==> src/rtl/core/owb_pkg.sv <==
// ----------------------------------------------------------------------------
// owb_pkg
// Types and constants shared by the 1-Wire bus master.
// ----------------------------------------------------------------------------
package owb_pkg;

   localparam int CFG_WIDTH   = 10;
   localparam int CFG_COUNT   = 8;
   localparam int CSR_ADDR_W  = 5;
   localparam int CSR_DATA_W  = 32;
   localparam int FUNC_WIDTH  = 3;
   localparam int BYTE_WIDTH  = 8;
   localparam int BIT_IDX_W   = 3;

   typedef enum logic [FUNC_WIDTH-1:0] {
      FUNC_TICK      = 3'd0,
      FUNC_RESET     = 3'd1,
      FUNC_WRITE     = 3'd2,
      FUNC_READ_BYTE = 3'd3,
      FUNC_READ_BIT  = 3'd4
   } func_type;

   typedef enum logic [BIT_IDX_W-1:0] {
      REG_RESET_LOW    = 3'd0,
      REG_PRESENCE     = 3'd1,
      REG_RESET_REC    = 3'd2,
      REG_SLOT_LOW     = 3'd3,
      REG_WRITE_HOLD   = 3'd4,
      REG_WRITE_REC    = 3'd5,
      REG_READ_SAMPLE  = 3'd6,
      REG_READ_REC     = 3'd7
   } reg_index_type;

   typedef enum logic [8:0] {
      PH_IDLE     = 9'b000000001,
      PH_RST_LOW  = 9'b000000010,
      PH_RST_WAIT = 9'b000000100,
      PH_RST_REC  = 9'b000001000,
      PH_SLOT_LOW = 9'b000010000,
      PH_W_HOLD   = 9'b000100000,
      PH_W_REC    = 9'b001000000,
      PH_R_WAIT   = 9'b010000000,
      PH_R_REC    = 9'b100000000
   } phase_type;

   localparam logic [CFG_WIDTH-1:0] DEF_RESET_LOW   = 10'd480;
   localparam logic [CFG_WIDTH-1:0] DEF_PRESENCE    = 10'd100;
   localparam logic [CFG_WIDTH-1:0] DEF_RESET_REC   = 10'd380;
   localparam logic [CFG_WIDTH-1:0] DEF_SLOT_LOW    = 10'd2;
   localparam logic [CFG_WIDTH-1:0] DEF_WRITE_HOLD  = 10'd58;
   localparam logic [CFG_WIDTH-1:0] DEF_WRITE_REC   = 10'd1;
   localparam logic [CFG_WIDTH-1:0] DEF_READ_SAMPLE = 10'd10;
   localparam logic [CFG_WIDTH-1:0] DEF_READ_REC    = 10'd49;

   typedef struct packed {
      logic [CFG_WIDTH-1:0] reset_low_ticks;
      logic [CFG_WIDTH-1:0] presence_wait_ticks;
      logic [CFG_WIDTH-1:0] reset_recovery_ticks;
      logic [CFG_WIDTH-1:0] slot_low_ticks;
      logic [CFG_WIDTH-1:0] write_hold_ticks;
      logic [CFG_WIDTH-1:0] write_recovery_ticks;
      logic [CFG_WIDTH-1:0] read_sample_ticks;
      logic [CFG_WIDTH-1:0] read_recovery_ticks;
   } cfg_type;

   typedef struct packed {
      logic [FUNC_WIDTH-1:0] func;
      logic [BYTE_WIDTH-1:0] data_byte;
      logic                  line_in;
   } req_item_type;

   typedef struct packed {
      logic                  drive_low;
      logic                  busy_res;
      logic                  done_res;
      logic                  presence;
      logic [BYTE_WIDTH-1:0] read_data;
   } rsp_item_type;

   typedef struct packed {
      logic push;
      logic room;
   } buf_ctrl_type;

endpackage

==> src/rtl/core/owb_if.sv <==
// ----------------------------------------------------------------------------
// owb request and response channels
// Valid/ready channels carrying the tick request and the per-tick result.
// ----------------------------------------------------------------------------
interface owb_req_if;
   logic                          valid;
   logic                          ready;
   logic [owb_pkg::FUNC_WIDTH-1:0] func;
   logic [owb_pkg::BYTE_WIDTH-1:0] data_byte;
   logic                          line_in;

   modport source (output valid, output func, output data_byte, output line_in,
                   input ready);
   modport sink   (input valid, input func, input data_byte, input line_in,
                   output ready);
endinterface

interface owb_rsp_if;
   logic                          valid;
   logic                          ready;
   logic                          drive_low;
   logic                          busy_res;
   logic                          done_res;
   logic                          presence;
   logic [owb_pkg::BYTE_WIDTH-1:0] read_data;

   modport source (output valid, output drive_low, output busy_res,
                   output done_res, output presence, output read_data,
                   input ready);
   modport sink   (input valid, input drive_low, input busy_res,
                   input done_res, input presence, input read_data,
                   output ready);
endinterface

==> src/rtl/core/one_wire_bus_master.sv <==
// ----------------------------------------------------------------------------
// one_wire_bus_master
// 1-Wire bus master stepped by one timing tick per request.
// A request reaches rsp through the request register and then the result register.
// Throughput: one request per cycle while the skid entry is free; the request
// register and skid entry let requests flow while a result waits to be taken.
// Reset: timing registers return to their defaults, the sequencer to idle.
// ----------------------------------------------------------------------------
module one_wire_bus_master #(
   parameter int COUNT_WIDTH = 10
) (
   input  logic                            clock,
   input  logic                            reset,
   owb_req_if.sink                         req,
   owb_rsp_if.source                       rsp,
   input  logic                            csr_psel,
   input  logic                            csr_penable,
   input  logic                            csr_pwrite,
   input  logic [owb_pkg::CSR_ADDR_W-1:0]  csr_paddr,
   input  logic [owb_pkg::CSR_DATA_W-1:0]  csr_pwdata,
   output logic [owb_pkg::CSR_DATA_W-1:0]  csr_prdata,
   output logic                            csr_pready
);

   owb_pkg::cfg_type      cfg;
   owb_pkg::req_item_type req_item;
   owb_pkg::rsp_item_type eng_item;
   owb_pkg::rsp_item_type buf_item;
   owb_pkg::buf_ctrl_type buf_ctrl;
   logic                  buf_room;

   assign req_item.func      = req.func;
   assign req_item.data_byte = req.data_byte;
   assign req_item.line_in   = req.line_in;

   owb_csr u_csr (
      .clock   (clock),
      .reset   (reset),
      .psel    (csr_psel),
      .penable (csr_penable),
      .pwrite  (csr_pwrite),
      .paddr   (csr_paddr),
      .pwdata  (csr_pwdata),
      .prdata  (csr_prdata),
      .pready  (csr_pready),
      .cfg     (cfg)
   );

   owb_engine #(
      .COUNT_WIDTH (COUNT_WIDTH)
   ) u_engine (
      .clock         (clock),
      .reset         (reset),
      .cfg           (cfg),
      .in_valid      (req.valid),
      .in_ready      (req.ready),
      .in_item       (req_item),
      .out_ctrl_push (buf_ctrl),
      .out_room      (buf_room),
      .out_item      (eng_item)
   );

   owb_out_buf u_out_buf (
      .clock     (clock),
      .reset     (reset),
      .ctrl      (buf_ctrl),
      .push_item (eng_item),
      .room      (buf_room),
      .out_valid (rsp.valid),
      .out_ready (rsp.ready),
      .out_item  (buf_item)
   );

   assign rsp.drive_low = buf_item.drive_low;
   assign rsp.busy_res  = buf_item.busy_res;
   assign rsp.done_res  = buf_item.done_res;
   assign rsp.presence  = buf_item.presence;
   assign rsp.read_data = buf_item.read_data;

endmodule

==> src/rtl/core/owb_csr.sv <==
// ----------------------------------------------------------------------------
// owb_csr
// APB-style register file holding the eight slot timing registers.
// ----------------------------------------------------------------------------
module owb_csr (
   input  logic                             clock,
   input  logic                             reset,
   input  logic                             psel,
   input  logic                             penable,
   input  logic                             pwrite,
   input  logic [owb_pkg::CSR_ADDR_W-1:0]   paddr,
   input  logic [owb_pkg::CSR_DATA_W-1:0]   pwdata,
   output logic [owb_pkg::CSR_DATA_W-1:0]   prdata,
   output logic                             pready,
   output owb_pkg::cfg_type                 cfg
);

   owb_pkg::cfg_type              cfg_ff;
   owb_pkg::cfg_type              cfg_in;
   owb_pkg::reg_index_type        idx;
   logic [owb_pkg::CFG_WIDTH-1:0] wdata;
   logic [owb_pkg::CFG_WIDTH-1:0] rdata;
   logic                          wr_en;

   assign idx    = owb_pkg::reg_index_type'(paddr[owb_pkg::CSR_ADDR_W-1:2]);
   assign wdata  = pwdata[owb_pkg::CFG_WIDTH-1:0];
   assign wr_en  = psel & penable & pwrite;
   assign pready = 1'b1;

   always_comb begin
      cfg_in = cfg_ff;
      rdata  = '0;
      case (idx)
         owb_pkg::REG_RESET_LOW: begin
            rdata = cfg_ff.reset_low_ticks;
            if (wr_en) cfg_in.reset_low_ticks = wdata;
         end
         owb_pkg::REG_PRESENCE: begin
            rdata = cfg_ff.presence_wait_ticks;
            if (wr_en) cfg_in.presence_wait_ticks = wdata;
         end
         owb_pkg::REG_RESET_REC: begin
            rdata = cfg_ff.reset_recovery_ticks;
            if (wr_en) cfg_in.reset_recovery_ticks = wdata;
         end
         owb_pkg::REG_SLOT_LOW: begin
            rdata = cfg_ff.slot_low_ticks;
            if (wr_en) cfg_in.slot_low_ticks = wdata;
         end
         owb_pkg::REG_WRITE_HOLD: begin
            rdata = cfg_ff.write_hold_ticks;
            if (wr_en) cfg_in.write_hold_ticks = wdata;
         end
         owb_pkg::REG_WRITE_REC: begin
            rdata = cfg_ff.write_recovery_ticks;
            if (wr_en) cfg_in.write_recovery_ticks = wdata;
         end
         owb_pkg::REG_READ_SAMPLE: begin
            rdata = cfg_ff.read_sample_ticks;
            if (wr_en) cfg_in.read_sample_ticks = wdata;
         end
         owb_pkg::REG_READ_REC: begin
            rdata = cfg_ff.read_recovery_ticks;
            if (wr_en) cfg_in.read_recovery_ticks = wdata;
         end
         default: begin
            rdata = '0;
         end
      endcase
   end

   always_ff @(posedge clock) begin
      if (reset) begin
         cfg_ff.reset_low_ticks      <= owb_pkg::DEF_RESET_LOW;
         cfg_ff.presence_wait_ticks  <= owb_pkg::DEF_PRESENCE;
         cfg_ff.reset_recovery_ticks <= owb_pkg::DEF_RESET_REC;
         cfg_ff.slot_low_ticks       <= owb_pkg::DEF_SLOT_LOW;
         cfg_ff.write_hold_ticks     <= owb_pkg::DEF_WRITE_HOLD;
         cfg_ff.write_recovery_ticks <= owb_pkg::DEF_WRITE_REC;
         cfg_ff.read_sample_ticks    <= owb_pkg::DEF_READ_SAMPLE;
         cfg_ff.read_recovery_ticks  <= owb_pkg::DEF_READ_REC;
      end else begin
         cfg_ff <= cfg_in;
      end
   end

   assign prdata = owb_pkg::CSR_DATA_W'(rdata);
   assign cfg    = cfg_ff;

endmodule

==> src/rtl/core/owb_engine.sv <==
// ----------------------------------------------------------------------------
// owb_engine
// Request register and slot sequencer; one tick of bus timing per request.
// ----------------------------------------------------------------------------
module owb_engine #(
   parameter int COUNT_WIDTH = 10
) (
   input  logic                  clock,
   input  logic                  reset,
   input  owb_pkg::cfg_type      cfg,
   input  logic                  in_valid,
   output logic                  in_ready,
   input  owb_pkg::req_item_type in_item,
   output owb_pkg::buf_ctrl_type out_ctrl_push,
   input  logic                  out_room,
   output owb_pkg::rsp_item_type out_item
);

   localparam int LEN_WIDTH = (COUNT_WIDTH > owb_pkg::CFG_WIDTH) ?
                              COUNT_WIDTH : owb_pkg::CFG_WIDTH;
   localparam logic [LEN_WIDTH-1:0] COUNT_MAX = LEN_WIDTH'((1 << COUNT_WIDTH) - 1);
   localparam logic [LEN_WIDTH-1:0] LEN_ONE   = LEN_WIDTH'(1);

   logic                  req_valid_ff;
   owb_pkg::req_item_type req_item_ff;
   logic                  advance;

   owb_pkg::phase_type              phase_ff,    phase_in;
   logic [owb_pkg::FUNC_WIDTH-1:0]  op_ff,       op_in;
   logic [COUNT_WIDTH-1:0]          tick_ff,     tick_in;
   logic [owb_pkg::BIT_IDX_W-1:0]   bit_ff,      bit_in;
   logic [owb_pkg::BYTE_WIDTH-1:0]  shift_ff,    shift_in;
   logic                            pres_ff,     pres_in;

   logic                            start;
   logic [owb_pkg::CFG_WIDTH-1:0]   cfg_sel;
   logic [LEN_WIDTH-1:0]            len_raw;
   logic [LEN_WIDTH-1:0]            len_wide;
   logic [COUNT_WIDTH:0]            tick_plus;
   logic                            last;
   logic                            drive;
   logic                            done;
   logic                            is_read;

   assign advance  = req_valid_ff & out_room;
   assign in_ready = ~req_valid_ff | out_room;

   always_ff @(posedge clock) begin
      if (reset) begin
         req_valid_ff <= 1'b0;
      end else if (in_ready) begin
         req_valid_ff <= in_valid;
      end
   end

   always_ff @(posedge clock) begin
      if (in_ready & in_valid) begin
         req_item_ff <= in_item;
      end
   end

   always_comb begin
      phase_in = phase_ff;
      op_in    = op_ff;
      tick_in  = tick_ff;
      bit_in   = bit_ff;
      shift_in = shift_ff;
      pres_in  = pres_ff;
      drive    = 1'b0;
      done     = 1'b0;
      cfg_sel  = '0;
      len_raw  = '0;
      len_wide = '0;
      tick_plus = '0;
      last     = 1'b0;

      start = (phase_ff == owb_pkg::PH_IDLE) &&
              (req_item_ff.func >= owb_pkg::FUNC_RESET) &&
              (req_item_ff.func <= owb_pkg::FUNC_READ_BIT);
      if (start) begin
         op_in    = req_item_ff.func;
         tick_in  = '0;
         bit_in   = '0;
         shift_in = (req_item_ff.func == owb_pkg::FUNC_WRITE) ? req_item_ff.data_byte : '0;
         if (req_item_ff.func == owb_pkg::FUNC_RESET) begin
            pres_in  = 1'b0;
            phase_in = owb_pkg::PH_RST_LOW;
         end else begin
            phase_in = owb_pkg::PH_SLOT_LOW;
         end
      end

      case (phase_in)
         owb_pkg::PH_RST_LOW:  cfg_sel = cfg.reset_low_ticks;
         owb_pkg::PH_RST_WAIT: cfg_sel = cfg.presence_wait_ticks;
         owb_pkg::PH_RST_REC:  cfg_sel = cfg.reset_recovery_ticks;
         owb_pkg::PH_SLOT_LOW: cfg_sel = cfg.slot_low_ticks;
         owb_pkg::PH_W_HOLD:   cfg_sel = cfg.write_hold_ticks;
         owb_pkg::PH_W_REC:    cfg_sel = cfg.write_recovery_ticks;
         owb_pkg::PH_R_WAIT:   cfg_sel = cfg.read_sample_ticks;
         owb_pkg::PH_R_REC:    cfg_sel = cfg.read_recovery_ticks;
         default:              cfg_sel = '0;
      endcase

      len_raw   = LEN_WIDTH'(cfg_sel);
      len_wide  = (len_raw > COUNT_MAX) ? COUNT_MAX : len_raw;
      if (len_wide == '0) len_wide = LEN_ONE;
      tick_plus = {1'b0, tick_in} + (COUNT_WIDTH+1)'(1);
      last      = tick_plus >= {1'b0, len_wide[COUNT_WIDTH-1:0]};

      if (phase_in != owb_pkg::PH_IDLE) begin
         if (phase_in == owb_pkg::PH_RST_LOW || phase_in == owb_pkg::PH_SLOT_LOW) begin
            drive = 1'b1;
         end else if (phase_in == owb_pkg::PH_W_HOLD) begin
            drive = ~shift_in[bit_in];
         end

         if (!last) begin
            tick_in = tick_plus[COUNT_WIDTH-1:0];
         end else begin
            tick_in = '0;
            case (phase_in)
               owb_pkg::PH_RST_LOW: begin
                  phase_in = owb_pkg::PH_RST_WAIT;
               end
               owb_pkg::PH_RST_WAIT: begin
                  pres_in  = ~req_item_ff.line_in;
                  phase_in = owb_pkg::PH_RST_REC;
               end
               owb_pkg::PH_RST_REC: begin
                  phase_in = owb_pkg::PH_IDLE;
                  done     = 1'b1;
               end
               owb_pkg::PH_SLOT_LOW: begin
                  phase_in = (op_in == owb_pkg::FUNC_WRITE) ?
                             owb_pkg::PH_W_HOLD : owb_pkg::PH_R_WAIT;
               end
               owb_pkg::PH_W_HOLD: begin
                  phase_in = owb_pkg::PH_W_REC;
               end
               owb_pkg::PH_R_WAIT: begin
                  shift_in[bit_in] = shift_in[bit_in] | req_item_ff.line_in;
                  phase_in = owb_pkg::PH_R_REC;
               end
               default: begin
                  if (op_in == owb_pkg::FUNC_READ_BIT || bit_in == '1) begin
                     phase_in = owb_pkg::PH_IDLE;
                     done     = 1'b1;
                  end else begin
                     bit_in   = bit_in + owb_pkg::BIT_IDX_W'(1);
                     phase_in = owb_pkg::PH_SLOT_LOW;
                  end
               end
            endcase
         end
      end

      is_read = (op_in == owb_pkg::FUNC_READ_BYTE) || (op_in == owb_pkg::FUNC_READ_BIT);
   end

   always_ff @(posedge clock) begin
      if (reset) begin
         phase_ff <= owb_pkg::PH_IDLE;
         op_ff    <= '0;
         tick_ff  <= '0;
         bit_ff   <= '0;
         shift_ff <= '0;
         pres_ff  <= 1'b0;
      end else if (advance) begin
         phase_ff <= phase_in;
         op_ff    <= op_in;
         tick_ff  <= tick_in;
         bit_ff   <= bit_in;
         shift_ff <= shift_in;
         pres_ff  <= pres_in;
      end
   end

   assign out_ctrl_push.push = advance;
   assign out_ctrl_push.room = out_room;
   assign out_item.drive_low = drive;
   assign out_item.busy_res  = (phase_in != owb_pkg::PH_IDLE);
   assign out_item.done_res  = done;
   assign out_item.presence  = pres_in;
   assign out_item.read_data = is_read ? shift_in : '0;

endmodule

==> src/rtl/core/owb_out_buf.sv <==
// ----------------------------------------------------------------------------
// owb_out_buf
// Result register with a skid entry, decoupling the sequencer from the sink.
// ----------------------------------------------------------------------------
module owb_out_buf (
   input  logic                  clock,
   input  logic                  reset,
   input  owb_pkg::buf_ctrl_type ctrl,
   input  owb_pkg::rsp_item_type push_item,
   output logic                  room,
   output logic                  out_valid,
   input  logic                  out_ready,
   output owb_pkg::rsp_item_type out_item
);

   logic                  main_valid_ff;
   logic                  skid_valid_ff;
   owb_pkg::rsp_item_type main_item_ff;
   owb_pkg::rsp_item_type skid_item_ff;
   logic                  pop;

   assign pop       = main_valid_ff & out_ready;
   assign room      = ~skid_valid_ff;
   assign out_valid = main_valid_ff;
   assign out_item  = main_item_ff;

   always_ff @(posedge clock) begin
      if (reset) begin
         main_valid_ff <= 1'b0;
         skid_valid_ff <= 1'b0;
      end else if (pop) begin
         if (skid_valid_ff) begin
            skid_valid_ff <= ctrl.push;
         end else begin
            main_valid_ff <= ctrl.push;
         end
      end else if (ctrl.push) begin
         if (main_valid_ff) begin
            skid_valid_ff <= 1'b1;
         end else begin
            main_valid_ff <= 1'b1;
         end
      end
   end

   always_ff @(posedge clock) begin
      if (pop) begin
         if (skid_valid_ff) begin
            main_item_ff <= skid_item_ff;
            if (ctrl.push) skid_item_ff <= push_item;
         end else if (ctrl.push) begin
            main_item_ff <= push_item;
         end
      end else if (ctrl.push) begin
         if (main_valid_ff) begin
            skid_item_ff <= push_item;
         end else begin
            main_item_ff <= push_item;
         end
      end
   end

endmodule
==> src/flat_wrapper.sv <==
// flat-port wrapper written by rule: the top's interface ports become plain ports
module one_wire_bus_master_flat 
#(
   parameter int COUNT_WIDTH = 10
)
  (clock, reset, csr_psel, csr_penable, csr_pwrite, csr_paddr, csr_pwdata, csr_prdata, csr_pready, req_valid, req_func, req_data_byte, req_line_in, req_ready, rsp_valid, rsp_drive_low, rsp_busy_res, rsp_done_res, rsp_presence, rsp_read_data, rsp_ready);
  owb_req_if req_i ();
  owb_rsp_if rsp_i ();
  input  logic clock;
  input  logic reset;
  input  logic csr_psel;
  input  logic csr_penable;
  input  logic csr_pwrite;
  input  logic [owb_pkg::CSR_ADDR_W-1:0] csr_paddr;
  input  logic [owb_pkg::CSR_DATA_W-1:0] csr_pwdata;
  output logic [owb_pkg::CSR_DATA_W-1:0] csr_prdata;
  output logic csr_pready;
  input wire logic [$bits(req_i.valid)-1:0] req_valid;
  input wire logic [$bits(req_i.func)-1:0] req_func;
  input wire logic [$bits(req_i.data_byte)-1:0] req_data_byte;
  input wire logic [$bits(req_i.line_in)-1:0] req_line_in;
  output wire logic [$bits(req_i.ready)-1:0] req_ready;
  output wire logic [$bits(rsp_i.valid)-1:0] rsp_valid;
  output wire logic [$bits(rsp_i.drive_low)-1:0] rsp_drive_low;
  output wire logic [$bits(rsp_i.busy_res)-1:0] rsp_busy_res;
  output wire logic [$bits(rsp_i.done_res)-1:0] rsp_done_res;
  output wire logic [$bits(rsp_i.presence)-1:0] rsp_presence;
  output wire logic [$bits(rsp_i.read_data)-1:0] rsp_read_data;
  input wire logic [$bits(rsp_i.ready)-1:0] rsp_ready;
  assign req_i.valid = req_valid;
  assign req_i.func = req_func;
  assign req_i.data_byte = req_data_byte;
  assign req_i.line_in = req_line_in;
  assign req_ready = req_i.ready;
  assign rsp_valid = rsp_i.valid;
  assign rsp_drive_low = rsp_i.drive_low;
  assign rsp_busy_res = rsp_i.busy_res;
  assign rsp_done_res = rsp_i.done_res;
  assign rsp_presence = rsp_i.presence;
  assign rsp_read_data = rsp_i.read_data;
  assign rsp_i.ready = rsp_ready;
  one_wire_bus_master #(.COUNT_WIDTH(COUNT_WIDTH)) u_core (.clock(clock), .reset(reset), .req(req_i), .rsp(rsp_i), .csr_psel(csr_psel), .csr_penable(csr_penable), .csr_pwrite(csr_pwrite), .csr_paddr(csr_paddr), .csr_pwdata(csr_pwdata), .csr_prdata(csr_prdata), .csr_pready(csr_pready));
endmodule
==> config.mk <==
export PLATFORM = sky130hd
export DESIGN_NAME = one_wire_bus_master_flat
export DESIGN_NICKNAME = d
export VERILOG_FILES = /design/src/rtl/core/owb_pkg.sv /design/src/rtl/core/owb_if.sv /design/src/rtl/core/one_wire_bus_master.sv /design/src/rtl/core/owb_csr.sv /design/src/rtl/core/owb_engine.sv /design/src/rtl/core/owb_out_buf.sv /design/src/flat_wrapper.sv
export SDC_FILE = /design/constraint.sdc
export NUM_CORES = 1
export LEC_CHECK = 0
export BUFFER_PORTS_ARGS = -buffer_cell sky130_fd_sc_hd__clkbuf_2
export CAP_MARGIN = 20
export CORE_MARGIN = 8
export CORE_UTILIZATION = 40
export DETAILED_ROUTE_END_ITERATION = 8
export SLEW_MARGIN = 20
export SYNTH_ARGS = -nofsm -noshare
export SYNTH_HDL_FRONTEND = slang
export SYNTH_SLANG_ARGS = --single-unit
==> constraint.sdc <==
create_clock -name clock -period 5.13 [get_ports clock]
set_input_delay 1.026 -clock clock [delete_from_list [all_inputs] [get_ports clock]]
set_output_delay 1.026 -clock clock [all_outputs]
set_load 0.05 [all_outputs]
[Word-level counts from Yosys, hierarchy flattened]
Index checks and enable logic that the tools add are counted.
Operators by class
  mux-type cells: 59
  reductions and logical operators: 25
  order comparisons: 6
  eq/ne operators: 27
  $add $sub $neg: 2
  bitwise logic cells: 11
Operators by type and width (number)
  $pmux 10 s8: 2
  $mux 12: 9
  $mux 8: 7
  $pmux 9 s6: 1
  $mux 10: 5
  $mux 9: 3
  $mux 1: 20
  $reduce_and 2->1: 10
  $eq 3x3->1 const B: 6
  $mux 3: 6
  $ne 9x1->1 const B: 2
  $eq 3x2->1 const B: 5
  $add 10x1->11 const B: 1
  $ge 11x10->1: 1
  $gt 10x10->1 const B: 1
  $logic_not 10->1: 1
  $mux 5: 2
  $eq 9x1->1 const B: 1
  $eq 9x2->1 const B: 1
  $eq 9x3->1 const B: 1
  $eq 9x4->1 const B: 1
  $eq 9x5->1 const B: 1
  $eq 9x6->1 const B: 1
  $eq 9x7->1 const B: 1
  23 further kinds: 41
Word-level totals
  bits in registers: 153
  logic and storage cells: 160
  output and inout bits: 47
  bits of input ports: 56

[Longest topological paths before layout]
Gate-level depths: netlist of run 1.
  depth after elaboration: 17
  mapped depth: 22
  depth with buffers taken out: 18

[By module]
From an unflattened synthesis of run 1, not the netlist that was laid out.
Second synthesis, totals
  cells, all modules: 1081
  area total of the unflattened synthesis: 9073.7 um^2
Modules (own cells, without submodules)
  owb_engine: cells each 541, seq. area each 1061.0 um^2, area each 4127.7 um^2, times used 1
  owb_csr: cells each 488, seq. area each 1601.5 um^2, area each 3932.5 um^2, times used 1
  owb_out_buf: cells each 52, seq. area each 760.7 um^2, area each 1013.5 um^2, times used 1

[Least setup slack after synthesis of run 1]
OpenSTA, ideal clock, no wires.
  path kind: reg2reg
  start point: register u_core.u_engine.phase_ff[3]
  end point: register u_core.u_out_buf.main_item_ff (netlist bit u_core.u_out_buf.out_item[1]), data pin
  period minus slack after synthesis: 4.715 ns
  required time: 4.961 ns
  arrival time: 4.545 ns
  stages on the path, launching flop included: 22
  setup time: 0.169 ns
  path slack: 0.415 ns
  buffers on the path: 3
  cells stage by stage: dfxtp_1 > clkbuf_1 > or4b_4 > nor3_4 > nand2_2 > clkbuf_1 > and2_1 > ha_1 > and3_1 > nand3_1 > xor2_1 > nor2_1 > ha_1 > and4_1 > o21ai_0 > o221ai_1 > a41o_1 > clkbuf_1 > o21ai_1 > nor3_1 > mux2_2 > o31ai_1
On the way
  longest elaborated chain between the ends: 17
  elaborated cells on any way between the ends: 45
  those cells by class: add/sub: 1; order compare: 4; eq/ne: 12; mux: 22; bitwise: 1; reduce/logical: 5
Ends and longest elaborated chain
  from (decl): RTL line owb_engine.sv:28  | owb_pkg::phase_type phase_ff, phase_in;
  from (signal assigned): RTL line owb_engine.sv:163  | phase_ff <= owb_pkg::PH_IDLE;
  from (signal assigned): RTL line owb_engine.sv:170  | phase_ff <= phase_in;
  $eq 9x1->1: RTL line owb_engine.sv:77  | start = (phase_ff == owb_pkg::PH_IDLE) &&
  $logic_and 1x1->1: RTL line owb_engine.sv:77
  $logic_and 1x1->1: RTL line owb_engine.sv:78  | (req_item_ff.func >= owb_pkg::FUNC_RESET) &&
  $mux 9: RTL line owb_engine.sv:80  | if (start) begin
  $eq 9x9->1, or another cell as far along: RTL line owb_engine.sv:93  | case (phase_in)
  $pmux 10 s8: RTL line owb_engine.sv:93
  $gt 10x10->1: RTL line owb_engine.sv:106  | len_wide = (len_raw > COUNT_MAX) ? COUNT_MAX : len_raw;
  $mux 10: RTL line owb_engine.sv:106
  $logic_not 10->1: RTL line owb_engine.sv:107  | if (len_wide == '0) len_wide = LEN_ONE;
  $mux 10: RTL line owb_engine.sv:107
  $ge 11x10->1: RTL line owb_engine.sv:109  | last = tick_plus >= {1'b0, len_wide[COUNT_WIDTH-1:0]};
  $mux 8: RTL line owb_engine.sv:118  | if (!last) begin
  $mux 8: RTL line owb_engine.sv:111  | if (phase_in != owb_pkg::PH_IDLE) begin
  $mux 8 (*): RTL line owb_engine.sv:185  | assign out_item.read_data = is_read ? shift_in : '0;
  $mux 12, on equally long branches: RTL line owb_out_buf.sv:55, owb_out_buf.sv:51
  $mux 12, on equally long branches: RTL line owb_out_buf.sv:54, owb_out_buf.sv:48
  $mux 12 (*): RTL line owb_out_buf.sv:47  | if (pop) begin
  to (signal assigned): RTL line owb_out_buf.sv:49  | main_item_ff <= skid_item_ff;
  to (signal assigned): RTL line owb_out_buf.sv:52  | main_item_ff <= push_item;
  to (signal assigned): RTL line owb_out_buf.sv:58  | main_item_ff <= push_item;
  to (decl): RTL line owb_out_buf.sv:18  | owb_pkg::rsp_item_type main_item_ff;
Mark *: on every way between the ends. The rest lies on a longest branch, timed or not. The select of a mux whose other input is x is not followed.
A chain may end at the register's enable or synchronous reset.

[Worst setup path in the final report of run 1]
  start point: register u_core.u_engine.phase_ff[5]
  end point: register u_core.u_out_buf.main_item_ff (netlist bit u_core.u_out_buf.out_item[1]), data pin
The elaborated chain is that of the path after synthesis.

==> flow_metrics.tcl, run 1 <==
set metrics [dict create \
    grt_use_total_pct 18.2 \
    fin_crit_sh_pct 95.1 \
    ant_nets 0 \
    clk_pin_slew_worst_paths_ns 0.07 \
    finClkSkew_ns 0.0138 \
    firstDrtPassIters 6 \
    yosysWarningCount 0 \
    power_w 0.00306 \
    dp.final_hpwl_mm 15.7 \
    nFillCells 2003 \
    setup.worst_path.start_class "flip-flop" \
    clkLatencyLatePin_ns 0.43 \
    syn_to_final_growth_pct 14.0 \
    grt_pass1_vias 6800 \
    synthDistinctLibCells 75 \
    hold_path.class "flip-flop to flip-flop" \
    ys_seq_elements 153 \
    numClockSinks 153 \
    setup_tns_ns 0 \
    synth_area_sq_mm 0.00830 \
    p_leak_nw 3.44 \
    cts_tree "built" \
    drive_gt1_share_pct 17.0 \
    worst_pin_slew_ns 1.08 \
    post-route-util_pct 46.6 \
    htreeDepth 4 \
    wl_per_cell_um 18.9 \
    drv_cap 0 \
    cts_buffers 17 \
    final_cell_mix "134 x nor2_1, 116 x dfxtp_1, 88 x mux2i_1, 87 x nand2_1, 54 x clkbuf_2" \
    cts.path.max_buffers 2 \
    final_nets 1035 \
    fin_crit_ns 4.88 \
    num_rows 52 \
    ys_seq_area_share_pct 41.3 \
    place.port_buffers 55 \
    synthArstFlopShare_pct 0 \
    drtIter0Drc 743 \
    drc 0 \
    place_congestion 0.843 \
    cts_hold_buf 0 \
    overflow 0 \
    status "completed" \
    final_hold_viol_count 0 \
    vias_per_cell 5.63 \
    power.density_mw_per_mm2 323 \
    die_w_um 160 \
    die_y_um 160 \
    crit_type "flip-flop to flip-flop" \
    synth-edff-count 36 \
    setup_viol 0 \
    die_area_sq_mm 0.0256 \
    final_cell_count_no_fill 1250 \
    syn_inst 925 \
    wl_mm 23.6 \
    irDropWorstVdd_mv 0.217 \
    cts_root_buf "clkbuf_16" \
    start_util_pct 40.9 \
    antenna_found_initial 1 \
    ios 103 \
    grt_pass1_wl_mm 37.7 \
    final_max_slew_viol_count 0 \
    crit_required_ns 5.38 \
    pre_cts_slack_ns 0.218 \
    syn_area_per_cell_sq_um 8.97 \
    grt_max_degree 93 \
    arrival_ns 5.13 \
    fmax_mhz 205 \
    core_area_sq_mm 0.0203 \
    synth_ff_type "dfxtp_1" \
    final_common_cell "nor2_1" \
    crit_fanout 13 \
    fin_ws_ns 0.250 \
    crit_path_end_kind "flip-flop" \
    slew_headroom_pct 28.3 \
    vias 7038 \
    dp.cells 1216 \
]
## cells by family after synthesis
family,Yosys count,synth area share (%)
other,2,0.0905
buffers and inverters,101,5.82
muxes,111,14.6
xor gates and xnor gates,9,0.950
adders and majority gates,13,1.96
DFF,153,41.3
AOI/OAI and AO/OA,201,16.6
and+or+nand+nor,335,18.7
## synthesized netlist by cell type (10+ instances only)
cell / count / share of area, %
a211oi_1: 12 / 1.1
a21oi_1: 54 / 3.3
a222oi_1: 10 / 1.2
a22oi_1: 26 / 2.4
and3_1: 16 / 1.2
buf_4: 23 / 2.1
clkbuf_1: 54 / 2.4
dfxtp_1: 117 / 28
edfxtp_1: 36 / 13
ha_1: 13 / 2.0
inv_1: 12 / 0.54
mux2_2: 17 / 2.3
mux2i_1: 88 / 11
nand2_1: 87 / 3.9
nand3_1: 14 / 0.84
nor2_1: 137 / 6.2
nor2b_1: 12 / 0.90
nor3_1: 15 / 0.90
o21ai_0: 28 / 1.7
## state kept, by name, indices dropped and copies added (netlist names)
register	flops
u_core.u_engine.req_item_ff	12
u_core.u_out_buf.out_item	12
u_core.u_out_buf.skid_valid_ff	1
u_core.u_engine.phase_ff	9
u_core.u_out_buf.out_valid	1
u_core.u_out_buf.skid_item_ff	12
u_core.u_engine.op_ff	3
u_core.u_engine.pres_ff	1
u_core.u_engine.tick_ff	10
u_core.u_engine.bit_ff	3
u_core.u_csr.cfg	80
u_core.u_engine.req_valid_ff	1
u_core.u_engine.shift_ff	8
## layout make-up
class | count | area, sq um | share of cell area [%]
Tap cell | 270 | 338 | 3.57
Timing Repair Buffer | 89 | 556 | 5.87
Inverter | 13 | 48.8 | 0.516
Sequential cell | 153 | 3420 | 36.2
Multi-Input combinational cell | 692 | 4530 | 47.9
Clock inverter | 15 | 138 | 1.45
Clock buffer | 17 | 425 | 4.50
Antenna cell | 1 | 2.50 | 0.0265
## path summary, 6_finish.rpt
kind                                                   from                           end  slack [ns]  cells after the start
worst max-delay path            u_core.u_engine.phase_ff[5]  u_core.u_out_buf.out_item[1]        0.25                     19
worst min-delay path                   u_core.u_csr.cfg[37]          u_core.u_csr.cfg[37]        0.48                      2
worst min register to register         u_core.u_csr.cfg[37]          u_core.u_csr.cfg[37]        0.48                      2
worst max register to register  u_core.u_engine.phase_ff[5]  u_core.u_out_buf.out_item[1]        0.25                     19
## what timing repair did
| item | 4_1_cts | 5_1_grt |
|---|---|---|
| endpoints found under the setup margin | 0 | 30 |
| buffers inserted | 0 | 1 |
| endpoints found under the hold margin | 0 | 0 |
| gates resized for setup | 0 | 6 |
## stage by stage
step	hold slack, ns	area, sq um
6_report	0.476	9460
5_1_grt	0.501	9460
4_1_cts	0.474	9410
3_5_place_dp	0.465	8850
3_3_place_gp	0.462	8840
2_1_floorplan	0.446	8380
## where the power goes
group | internal, W | switching [W]
Sequential | 0.00126 | 0.0000237
Clock | 0.000679 | 0.000553
Combinational | 0.000173 | 0.000368
Total | 0.00211 | 0.000945
## worst max-delay path: stages (launching register included)
cell and delay [ns]:
dfxtp_1 0.38, or4_4 0.61, or4_1 0.43, nor3_2 0.20
buf_12 0.20, nand2_1 0.06, and3_1 0.25, nand4_1 0.14
nor2_1 0.05, a31o_2 0.23, ha_1 0.26, nand2b_1 0.14
a211oi_1 0.25, o221ai_1 0.15, a41o_1 0.30, buf_4 0.18
o21ai_1 0.28, nor3_2 0.09, mux2_2 0.30, o31ai_1 0.21
## routing by layer
layer | vias up | track usage (%) | share of wire, %
li1 | 3386 | - | -
met1 | 3350 | 23.5 | 45
met2 | 248 | 28.5 | 46
met3 | 52 | 4.88 | 7.0
met4 | 2 | 6.97 | 2.2
met5 | - | 1.18 | 0.16
No activity file was read; power rests on OpenSTA's default activity.
==> run 2, diff against run 1 <==
--- a/config.mk
+++ b/config.mk
@@ -7,6 +7,7 @@
 export LEC_CHECK = 0
 export BUFFER_PORTS_ARGS = -buffer_cell sky130_fd_sc_hd__clkbuf_2
 export CAP_MARGIN = 20
+export CORE_ASPECT_RATIO = 1.75
 export CORE_MARGIN = 8
 export CORE_UTILIZATION = 40
 export DETAILED_ROUTE_END_ITERATION = 8
==> flow_metrics.tcl, run 2 (synthesis gave the netlist of run 1 again) <==
set metrics [dict create \
    status "completed" \
    cp_common_cell "ha_1" \
    drtIter0Drc 505 \
    setup_viol 0 \
    slew_headroom_pct 27.5 \
    htreeDepth 4 \
    ios 103 \
    worst_pin_slew_ns 1.09 \
    start_util_pct 40.7 \
    hold_path.class "flip-flop to flip-flop" \
    finClkSkew_ns 0.00785 \
    fin_ws_ns 0.368 \
    grt_use_total_pct 19.3 \
    crit_fanout 8 \
    crit_path_end_kind "flip-flop" \
    wl_mm 24.8 \
    die_y_um 207 \
    cts_buffers 17 \
    antenna_found_initial 0 \
    vias_per_cell 5.74 \
    final_max_slew_viol_count 0 \
    place_congestion 0.890 \
    die_area_sq_mm 0.0258 \
    final_nets 1048 \
    vias 7117 \
    fin_crit_sh_pct 92.8 \
    grt_pass1_vias 7092 \
    wl_per_cell_um 20.0 \
    final_common_cell "nor2_1" \
    ant_nets 0 \
    final_hold_viol_count 0 \
    crit_required_ns 5.39 \
    fin_crit_ns 4.76 \
    setup.worst_path.start_class "flip-flop" \
    post-route-util_pct 47.1 \
    nFillCells 2021 \
    overflow 0 \
    grt_max_degree 93 \
    cts_tree "built" \
    pre_cts_slack_ns 0.246 \
    arrival_ns 5.02 \
    slowest_delay_ns 0.60 \
    clkLatencyLatePin_ns 0.44 \
    slowest_stage "or4_4" \
    final_cell_mix "134 x nor2_1, 116 x dfxtp_1, 88 x mux2i_1, 87 x nand2_1, 54 x clkbuf_2" \
    grt_pass1_wl_mm 38.5 \
    cp.buffers_inverters 1 \
    crit_type "flip-flop to flip-flop" \
    diodes 0 \
    syn_to_final_growth_pct 15.6 \
    place.port_buffers 55 \
    dp.final_hpwl_mm 17.6 \
    clk_pin_slew_worst_paths_ns 0.06 \
    numClockSinks 153 \
    drive_gt1_share_pct 17.8 \
    fmax_mhz 210 \
    num_rows 69 \
    path_cells "or4_4 > nor3_4 > nand2_2 > and2_1 > ha_1 > and3_1 > nand3_1 > xor2_1 > nor2_1 > ha_1 > and4_1 > o21ai_0 > o221ai_1 > a41o_1 > buf_4 > o21ai_1 > nor3_2 > mux2_2 > o31ai_1" \
    critPathTopFamily "simple AND/OR/NAND/NOR gates" \
    core_area_sq_mm 0.0204 \
    irDropWorstVdd_mv 0.451 \
    power.density_mw_per_mm2 339 \
    firstDrtPassIters 8 \
    largest_reg_flops 80 \
    cts_root_buf "clkbuf_16" \
    p_leak_nw 3.54 \
    die_w_um 125 \
    cts.path.max_buffers 2 \
    drc 0 \
    drv_cap 0 \
]
## run 2: area by class of cell
class	instances	area, sq um	share of cell area [%]
Multi-Input combinational cell	692	4520	47.2
Sequential cell	153	3420	35.7
Timing Repair Buffer	102	628	6.55
Clock buffer	25	490	5.11
Tap cell	248	310	3.24
Clock inverter	7	164	1.71
Inverter	13	48.8	0.509
## run 2: through the flow
step | TNS, ns | area (sq um) | power [W] | hold WS, ns | instances
after global placement | 0 | 8860 | 0.00185 | 0.467 | 1202
after CTS | 0 | 9520 | 0.00327 | 0.477 | 1234
final | 0 | 9590 | 0.00325 | 0.479 | 1240
after detailed placement | 0 | 8860 | 0.00186 | 0.469 | 1202
after global routing | -0.0202 | 9590 | 0.00337 | 0.497 | 1240
after floorplan | 0 | 8380 | 0.00170 | 0.446 | 946
## run 2: report_power, final
| group | total, W | switching, W | internal [W] |
|---|---|---|---|
| Sequential | 0.00129 | 0.0000248 | 0.00126 |
| Clock | 0.00141 | 0.000497 | 0.000911 |
| Combinational | 0.000558 | 0.000374 | 0.000184 |
## run 2: repair_timing
item,4_1_cts,5_1_grt
gates resized for setup,0,6
setup buffers,0,6
hold buffers,0,0
endpoints found under the setup margin,0,21
## run 2: final timing paths
kind / slack (ns) / endpoint / from / depth (start not counted)
worst min register to register: 0.48 / u_core.u_csr.cfg[39] / u_core.u_csr.cfg[39] / 2
worst max-delay path: 0.37 / u_core.u_out_buf.out_item[1] / u_core.u_engine.phase_ff[6] / 19
worst max register to register: 0.37 / u_core.u_out_buf.out_item[1] / u_core.u_engine.phase_ff[6] / 19
worst min-delay path: 0.48 / u_core.u_csr.cfg[39] / u_core.u_csr.cfg[39] / 2
## run 2: layer usage
layer | track usage, % | routed length [um] | up-vias
met4 | 12.8 | 1330 | 0
met3 | 4.88 | 1560 | 79
li1 | - | - | 3411
met2 | 35.8 | 13000 | 277
met5 | 0 | 0 | -
met1 | 18.7 | 8970 | 3350
## run 2: worst register-to-register path, delay by kind of cell, from the launching register on
family / cells / cell delay [ns]
simple gates: 9 / 2.07
compound gates: 5 / 0.88
fa+ha+maj: 2 / 0.53
flops: 1 / 0.39
mux: 1 / 0.37
buf+inv: 1 / 0.18
xor+xnor: 1 / 0.17
